**config.mk**
```make
export PLATFORM = sky130hd
export DESIGN_NAME = sliding_window_maximum
export DESIGN_NICKNAME = d
export VERILOG_FILES = /design/src/design/swm_pkg.sv /design/src/design/swm_cell.sv /design/src/design/sliding_window_maximum.sv
export VERILOG_INCLUDE_DIRS = /design/src /design/src/design
export SDC_FILE = /design/constraint.sdc
export NUM_CORES = 2
export LEC_CHECK = 0
export ABC_CLOCK_PERIOD_IN_PS = 14000
export BUFFER_PORTS_ARGS = -buffer_cell sky130_fd_sc_hd__buf_2
export CAP_MARGIN = 0
export CORE_MARGIN = 2
export CORE_UTILIZATION = 65
export CTS_CLUSTER_SIZE = 8
export DETAILED_ROUTE_END_ITERATION = 6
export PLACE_DENSITY = 0.91
export SYNTH_ARGS = -nofsm -noshare
export SYNTH_HDL_FRONTEND = slang
export SYNTH_HIERARCHICAL = 1
export SYNTH_SLANG_ARGS = --single-unit
```
**constraint.sdc**
```tcl
create_clock -name clk -period 14 [get_ports clk]
set_input_delay 0.7 -clock clk [delete_from_list [all_inputs] [get_ports clk]]
set_output_delay 0.7 -clock clk [all_outputs]
set_load 0.01 [all_outputs]
```
**src/design/assert_macros.svh**
```systemverilog
// Assertion macros for the design file that carries concurrent checks.
`ifndef ASSERT_MACROS_SVH
`define ASSERT_MACROS_SVH

// Same-cycle implication, checked on the rising edge and disabled in reset.
`define ASSERT_IMPL(lbl, clk, rst_n, ante, cons) \
	lbl: assert property (@(posedge clk) disable iff (!rst_n) (ante) |-> (cons)) \
		else $error("assertion failed: same-cycle implication");

// Next-cycle implication, checked on the rising edge and disabled in reset.
`define ASSERT_NEXT(lbl, clk, rst_n, ante, cons) \
	lbl: assert property (@(posedge clk) disable iff (!rst_n) (ante) |=> (cons)) \
		else $error("assertion failed: next-cycle implication");

`endif

```
**src/design/swm_pkg.sv**
```systemverilog
// Package with the constants and register map of the sliding window maximum block.
package swm_pkg;

	localparam int WS_WIDTH   = 6;
	localparam int OUT_WIDTH  = 16;
	localparam int APB_DATA_W = 32;
	localparam int APB_ADDR_W = 3;

	localparam logic [APB_ADDR_W-3:0] REG_WINDOW_SIZE = '0;
	localparam logic [WS_WIDTH-1:0]   WS_RESET        = 6'd1;

endpackage

```
**src/design/swm_cell.sv**
```systemverilog
// One cell of the running-maximum chain: holds the maximum over its prefix of the window.
module swm_cell #(
	parameter int SAMPLE_WIDTH = 16
) (
	input  logic                           clk,
	input  logic                           shift_en,
	input  logic signed [SAMPLE_WIDTH-1:0] new_sample,
	input  logic signed [SAMPLE_WIDTH-1:0] prev_max,
	output logic signed [SAMPLE_WIDTH-1:0] run_max
);

	logic signed [SAMPLE_WIDTH-1:0] run_max_q;
	logic signed [SAMPLE_WIDTH-1:0] max_next;

	// After a shift this cell covers the new sample plus everything its left neighbor covered.
	assign max_next = (new_sample > prev_max) ? new_sample : prev_max;

	always_ff @(posedge clk) begin
		if (shift_en) begin
			run_max_q <= max_next;
		end
	end

	assign run_max = run_max_q;

endmodule

```
**src/design/sliding_window_maximum.sv**
```systemverilog
// Top level of the sliding window maximum block: cell chain, fill counter, APB register, output.
// A result is registered at the edge that accepts its sample. Throughput: one item per cycle
// unless the output stalls, set by the single compare in each cell of the chain.
// An input item is taken whenever the output register is empty or being emptied.
// Reset clears the fill count and output valid and sets window_size to 1; cells need no reset.
module sliding_window_maximum #(
	parameter int WINDOW_MAX   = 32,
	parameter int SAMPLE_WIDTH = 16
) (
	input  logic                                    clk,
	input  logic                                    arst_n,
	// Sample channel.
	input  logic                                    in_valid,
	output logic                                    in_stall,
	input  logic signed [SAMPLE_WIDTH-1:0]          sample,
	input  logic                                    restart,
	// Result channel.
	output logic                                    out_valid,
	input  logic                                    out_stall,
	output logic signed [swm_pkg::OUT_WIDTH-1:0]    window_max,
	// Configuration port.
	input  logic                                    psel,
	input  logic                                    penable,
	input  logic                                    pwrite,
	input  logic [swm_pkg::APB_ADDR_W-1:0]          paddr,
	input  logic [swm_pkg::APB_DATA_W-1:0]          pwdata,
	output logic [swm_pkg::APB_DATA_W-1:0]          prdata,
	output logic                                    pready
);

	import swm_pkg::*;

	`include "assert_macros.svh"

	localparam int CntW = $clog2(WINDOW_MAX + 1);
	localparam int CmpW = (CntW > WS_WIDTH) ? CntW : WS_WIDTH;
	localparam int IdxW = $clog2(WINDOW_MAX);
	localparam int ExtW = (SAMPLE_WIDTH > OUT_WIDTH) ? SAMPLE_WIDTH : OUT_WIDTH;

	// ------------------------------------------------------------------
	// Configuration register. Only window_size exists; writes to any other
	// word are dropped and read back as zero.
	// ------------------------------------------------------------------
	logic [WS_WIDTH-1:0] window_size_q;
	logic                reg_hit;
	logic                cfg_write;

	assign pready    = 1'b1;
	assign reg_hit   = (paddr[APB_ADDR_W-1:2] == REG_WINDOW_SIZE);
	assign cfg_write = psel && penable && pwrite && pready;

	always_ff @(posedge clk or negedge arst_n) begin
		if (!arst_n) begin
			window_size_q <= WS_RESET;
		end else if (cfg_write && reg_hit) begin
			window_size_q <= pwdata[WS_WIDTH-1:0];
		end
	end

	assign prdata = reg_hit ? APB_DATA_W'(window_size_q) : '0;

	// ------------------------------------------------------------------
	// Effective window: a size of zero acts as one sample, and sizes above
	// the chain length are clamped to the chain length.
	// ------------------------------------------------------------------
	logic [CmpW-1:0] ws_ext;
	logic [CmpW-1:0] eff_w;
	logic [CmpW-1:0] eff_m2;
	logic [IdxW-1:0] tap_idx;

	assign ws_ext = CmpW'(window_size_q);

	always_comb begin
		if (ws_ext == '0) begin
			eff_w = CmpW'(1);
		end else if (ws_ext > CmpW'(WINDOW_MAX)) begin
			eff_w = CmpW'(WINDOW_MAX);
		end else begin
			eff_w = ws_ext;
		end
	end

	// The tap is only used when the window holds two or more samples, so the
	// wrapped value for a window of one is never selected.
	assign eff_m2  = eff_w - CmpW'(2);
	assign tap_idx = eff_m2[IdxW-1:0];

	// ------------------------------------------------------------------
	// Handshake. The output register parts the two channels: a new item is
	// taken whenever the register is empty or its item leaves this cycle.
	// ------------------------------------------------------------------
	logic out_valid_q;
	logic advance;
	logic in_accept;

	assign advance   = !out_valid_q || !out_stall;
	assign in_stall  = !advance;
	assign in_accept = in_valid && advance;

	// ------------------------------------------------------------------
	// Fill count: samples since the last restart, saturating at the chain
	// length. A restart sample counts as the first of its sequence.
	// ------------------------------------------------------------------
	logic [CntW-1:0] fill_q;
	logic [CntW-1:0] fill_next;
	logic            result_now;

	always_comb begin
		if (restart) begin
			fill_next = CntW'(1);
		end else if (fill_q == CntW'(WINDOW_MAX)) begin
			fill_next = fill_q;
		end else begin
			fill_next = fill_q + CntW'(1);
		end
	end

	assign result_now = (CmpW'(fill_next) >= eff_w);

	always_ff @(posedge clk or negedge arst_n) begin
		if (!arst_n) begin
			fill_q <= '0;
		end else if (in_accept) begin
			fill_q <= fill_next;
		end
	end

	// ------------------------------------------------------------------
	// Cell chain. Cell i holds the maximum of the i+1 newest samples. On
	// every accepted item each cell takes the maximum of the new sample and
	// its left neighbor's value, so the whole chain moves one step per item.
	// Cell 0 sees the new sample on both inputs and simply loads it. Entries
	// older than the last restart may hold stale values, but a result is only
	// formed once every covered sample belongs to the current sequence.
	// ------------------------------------------------------------------
	logic signed [SAMPLE_WIDTH-1:0] cell_max [WINDOW_MAX];
	logic signed [SAMPLE_WIDTH-1:0] cell_prev [WINDOW_MAX];

	assign cell_prev[0] = sample;

	for (genvar gi = 1; gi < WINDOW_MAX; gi++) begin : g_link
		assign cell_prev[gi] = cell_max[gi-1];
	end

	for (genvar gi = 0; gi < WINDOW_MAX; gi++) begin : g_cell
		swm_cell #(
			.SAMPLE_WIDTH (SAMPLE_WIDTH)
		) u_cell (
			.clk        (clk),
			.shift_en   (in_accept),
			.new_sample (sample),
			.prev_max   (cell_prev[gi]),
			.run_max    (cell_max[gi])
		);
	end

	// ------------------------------------------------------------------
	// Result. The window after this sample is the new sample plus the
	// w-1 samples before it, whose maximum already sits in cell w-2.
	// ------------------------------------------------------------------
	logic signed [SAMPLE_WIDTH-1:0] tap_val;
	logic signed [SAMPLE_WIDTH-1:0] cand;
	logic signed [SAMPLE_WIDTH-1:0] result;
	logic [ExtW-1:0]                result_ext;
	logic signed [OUT_WIDTH-1:0]    window_max_q;

	assign tap_val    = cell_max[tap_idx];
	assign cand       = (tap_val > sample) ? tap_val : sample;
	assign result     = (eff_w == CmpW'(1)) ? sample : cand;
	// The result field carries the low bits of the sample pattern; narrower
	// samples are padded with zeros.
	assign result_ext = ExtW'($unsigned(result));

	always_ff @(posedge clk or negedge arst_n) begin
		if (!arst_n) begin
			out_valid_q <= 1'b0;
		end else if (advance) begin
			out_valid_q <= in_accept && result_now;
		end
	end

	always_ff @(posedge clk) begin
		if (in_accept && result_now) begin
			window_max_q <= result_ext[OUT_WIDTH-1:0];
		end
	end

	assign out_valid  = out_valid_q;
	assign window_max = window_max_q;

	// ------------------------------------------------------------------
	// Checks.
	// ------------------------------------------------------------------
	`ASSERT_IMPL(a_stall_needs_held_result, clk, arst_n, in_stall, out_valid_q && out_stall)
	`ASSERT_NEXT(a_full_window_gives_result, clk, arst_n, in_accept && result_now, out_valid_q)
	`ASSERT_NEXT(a_restart_holds_back_result, clk, arst_n,
		in_accept && restart && (eff_w > CmpW'(1)), !out_valid_q)
	`ASSERT_IMPL(a_fill_in_range, clk, arst_n, 1'b1, fill_q <= CntW'(WINDOW_MAX))

endmodule
```
==> impl_metrics.py <==
metrics = {
    "routing": {
        "vias": 33788,
        "routedWlPerCell_microns": 26.7,
        "ant_nets": 0,
        "firstDrtPassIters": 7,
        "vias_per_cell": 6.95,
        "drc": 1,
        "drt_wl_total_mm": 130,
        "first_iter_violations": 4842,
    },
    "sta": {
        "setup_violations": 0,
        "worstMarginPinSlew_ps": 1280,
        "fin_crit_sh": 0.508,
        "hold_viol": 0,
        "slew_violations": 0,
        "rsz0062_at_grt": "false",
        "min_period_ps": 7110,
        "fin_worst_skew_ps": 39.0,
        "fin_setup_tns_ps": 0,
        "max_freq_mhz": 141,
        "relSlewSlack": 0.141,
    },
    "power": {
        "clkPwrFrac": 0.205,
        "max-vdd-ir-drop_v": 0.000106,
        "internal_power_mw": 5.20,
        "leakage_nw": 21.2,
        "power_switching_mw": 3.36,
        "p_sw_frac": 0.393,
        "combPwrFrac": 0.460,
        "powerDensity_nw_per_um2": 181,
        "p_seq_frac": 0.335,
    },
    "min_path": {
        "min_path_type": "in2reg",
    },
    "finish": {
        "synthToLayoutAreaGrowth_pct": 6.16,
        "diodes": 0,
        "drive_gt1_frac": 0.237,
        "fill_cells": 4315,
        "final_common_cell": "inv_1",
        "most-common-layout-cells": "inv_1, ha_1, edfxtp_1, mux2_4, a21oi_1",
        "stdcell_count": 4865,
        "fin_area_sq_um": 47400,
        "layout.nets": 4555,
    },
    "global_route": {
        "grt_pass1_vias": 34114,
        "grt_max_degree": 176,
        "antenna_found_initial": 4,
        "grt.total_usage": 0.362,
        "grt_pass1_wl_mm": 196,
        "grt_overflow": 0,
    },
    "yosys": {
        "synth_cells": 3903,
        "yosysWarnings": 6,
        "synth_cell_types": 74,
        "ys_seq_area_frac": 0.362,
        "ys_ff_latch": 541,
        "async_flop_share": 0.0240,
        "syn_area_sq_um": 44700,
        "synth_edf_count": 528,
        "synth_ff_type": "edfxtp_1",
        "synth.avg_cell_area_sq_um": 11.4,
    },
    "worst_setup_path": {
        "end_kind": "flip-flop",
        "crit_fanout": 47,
        "crit_type": "reg2reg",
        "arrival_ps": 7490,
        "cp-start-kind": "flip-flop",
        "worstPathRequired_ps": 14380,
    },
    "floorplan": {
        "io_pins": 110,
        "dieArea_sq_um": 70800,
        "start_util": 0.653,
        "fp.dieW_microns": 266,
        "core_sq_um": 68300,
        "die-height_microns": 266,
        "rows": 96,
    },
    "outcome": {
        "status": "complete, but fails checks",
        "violations": "DRC",
    },
    "cts": {
        "postCtsSetupBuffers": 0,
        "cts_tree": "done",
        "htreeDepth": 3,
        "clk_pin_slew_ps": 50,
        "numCtsBuffers": 78,
        "clock_latency_ps": 650,
        "clk_path_buf_depth": 3,
        "root_buffer": "clkbuf_16",
        "clock-sinks": 541,
    },
    "run": {
        "maxCapViolations": 0,
    },
    "place": {
        "gp_congestion": 1.01,
        "dpl_cell_area_sq_um": 45200,
        "dp.cells": 4760,
        "dpl.hpwl_mm": 87.4,
        "io_buffers": 54,
    },
}
[stage by stage]
step	util	hold slack, ps	setup slack, ps	total power, mW
final	0.694	291	6890	8.57
after global routing	0.694	303	6780	8.87
after CTS	0.694	281	7240	8.40
after detailed placement	0.662	520	7310	6.61
after global placement	0.662	505	7350	6.40
after floorplan	-	404	1650	5.75
[worst max-delay path, cell delays in order, from the launching register on]
cell	delay, ps
dfrtp_2	600
buf_4	570
nor2b_4	270
buf_4	490
inv_2	80
ha_1	640
buf_4	500
inv_1	80
buf_4	290
o21ai_0	140
a211oi_1	100
a211oi_1	870
o22ai_2	240
ha_1	360
nor2b_1	140
o21ai_0	140
nand2b_1	70
a21oi_1	160
o211ai_1	140
o21ai_1	230
buf_4	270
mux2_2	370
[worst paths after layout]
kind,start,endpoint,slack (ps),cells past startpoint
setup / recovery,window_size_q[1],window_max[7],6890,21
hold / removal,pwdata[2],window_size_q[2],290,2
setup reg to reg,window_size_q[1],window_max[7],6890,21
hold reg to reg,out_valid,out_valid,540,2
max in group asynchronous,arst_n,window_size_q[0],13240,2
min in group asynchronous,arst_n,window_size_q[1],470,2
[state kept, by name (all words and copies together), names as in the netlist]
register and count:
window_max 16, window_size_q 6, g_cell.u_cell/run_max 512, out_valid 1
fill_q 6
[area by class of cell]
class	count	area, sq um	share of cell area
multi-input cells	2635	25000	0.528
flip-flops and latches	541	16200	0.341
well taps	882	1100	0.0233
inverters	610	2300	0.0485
clock inverters	6	57.6	0.00121
repair buffers	93	616	0.0130
clock buffers	98	2090	0.0441
[logic make-up after synthesis]
group,Yosys count,share of synthesized area
and+or+nand+nor,700,0.0909
xor gates and xnor gates,8,0.00157
other,2,0.000168
DFF,541,0.362
muxes,668,0.206
buffers and inverters,752,0.0792
AOI/OAI and AO/OA,695,0.109
adders and majority gates,537,0.150
[routing by layer]
metal | vias up | part of all wire | track usage
li1 | 14435 | - | -
met1 | 16177 | 0.36 | 0.447
met2 | 2433 | 0.44 | 0.562
met3 | 739 | 0.12 | 0.0915
met4 | 4 | 0.078 | 0.245
met5 | - | 0.00020 | 0
[power groups by stage]
stage | Combinational (mW) | Sequential [mW] | Clock, mW
2_1_floorplan | 3.02 | 2.73 | 0
3_3_place_gp | 3.57 | 2.83 | 0
3_5_place_dp | 3.76 | 2.86 | 0
4_1_cts | 3.81 | 2.84 | 1.75
5_1_grt | 4.17 | 2.89 | 1.81
6_report | 3.94 | 2.87 | 1.76
[what timing repair did]
item                      CTS  global route
hold endpoints to repair   12             0
resized for setup           0             0
hold buffers                1             0
[cells in the mapped netlist (all sizes together) (33+ instances only)]
cell type,n,area [sq um]
clkbuf,44,166
nor3,38,190
nand4,49,307
buf,98,1080
inv,609,2290
a21boi,33,248
nor4,51,334
ha,537,6720
o21bai,36,270
a21oi,269,1350
nor2,72,278
or4,37,417
o22ai,56,407
mux2,552,7420
o21ai,86,445
edfxtp,528,15900
nand2,265,995
nand3,58,450
mux2i,85,1080
Note: power is estimated with default switching activity, not from simulation.
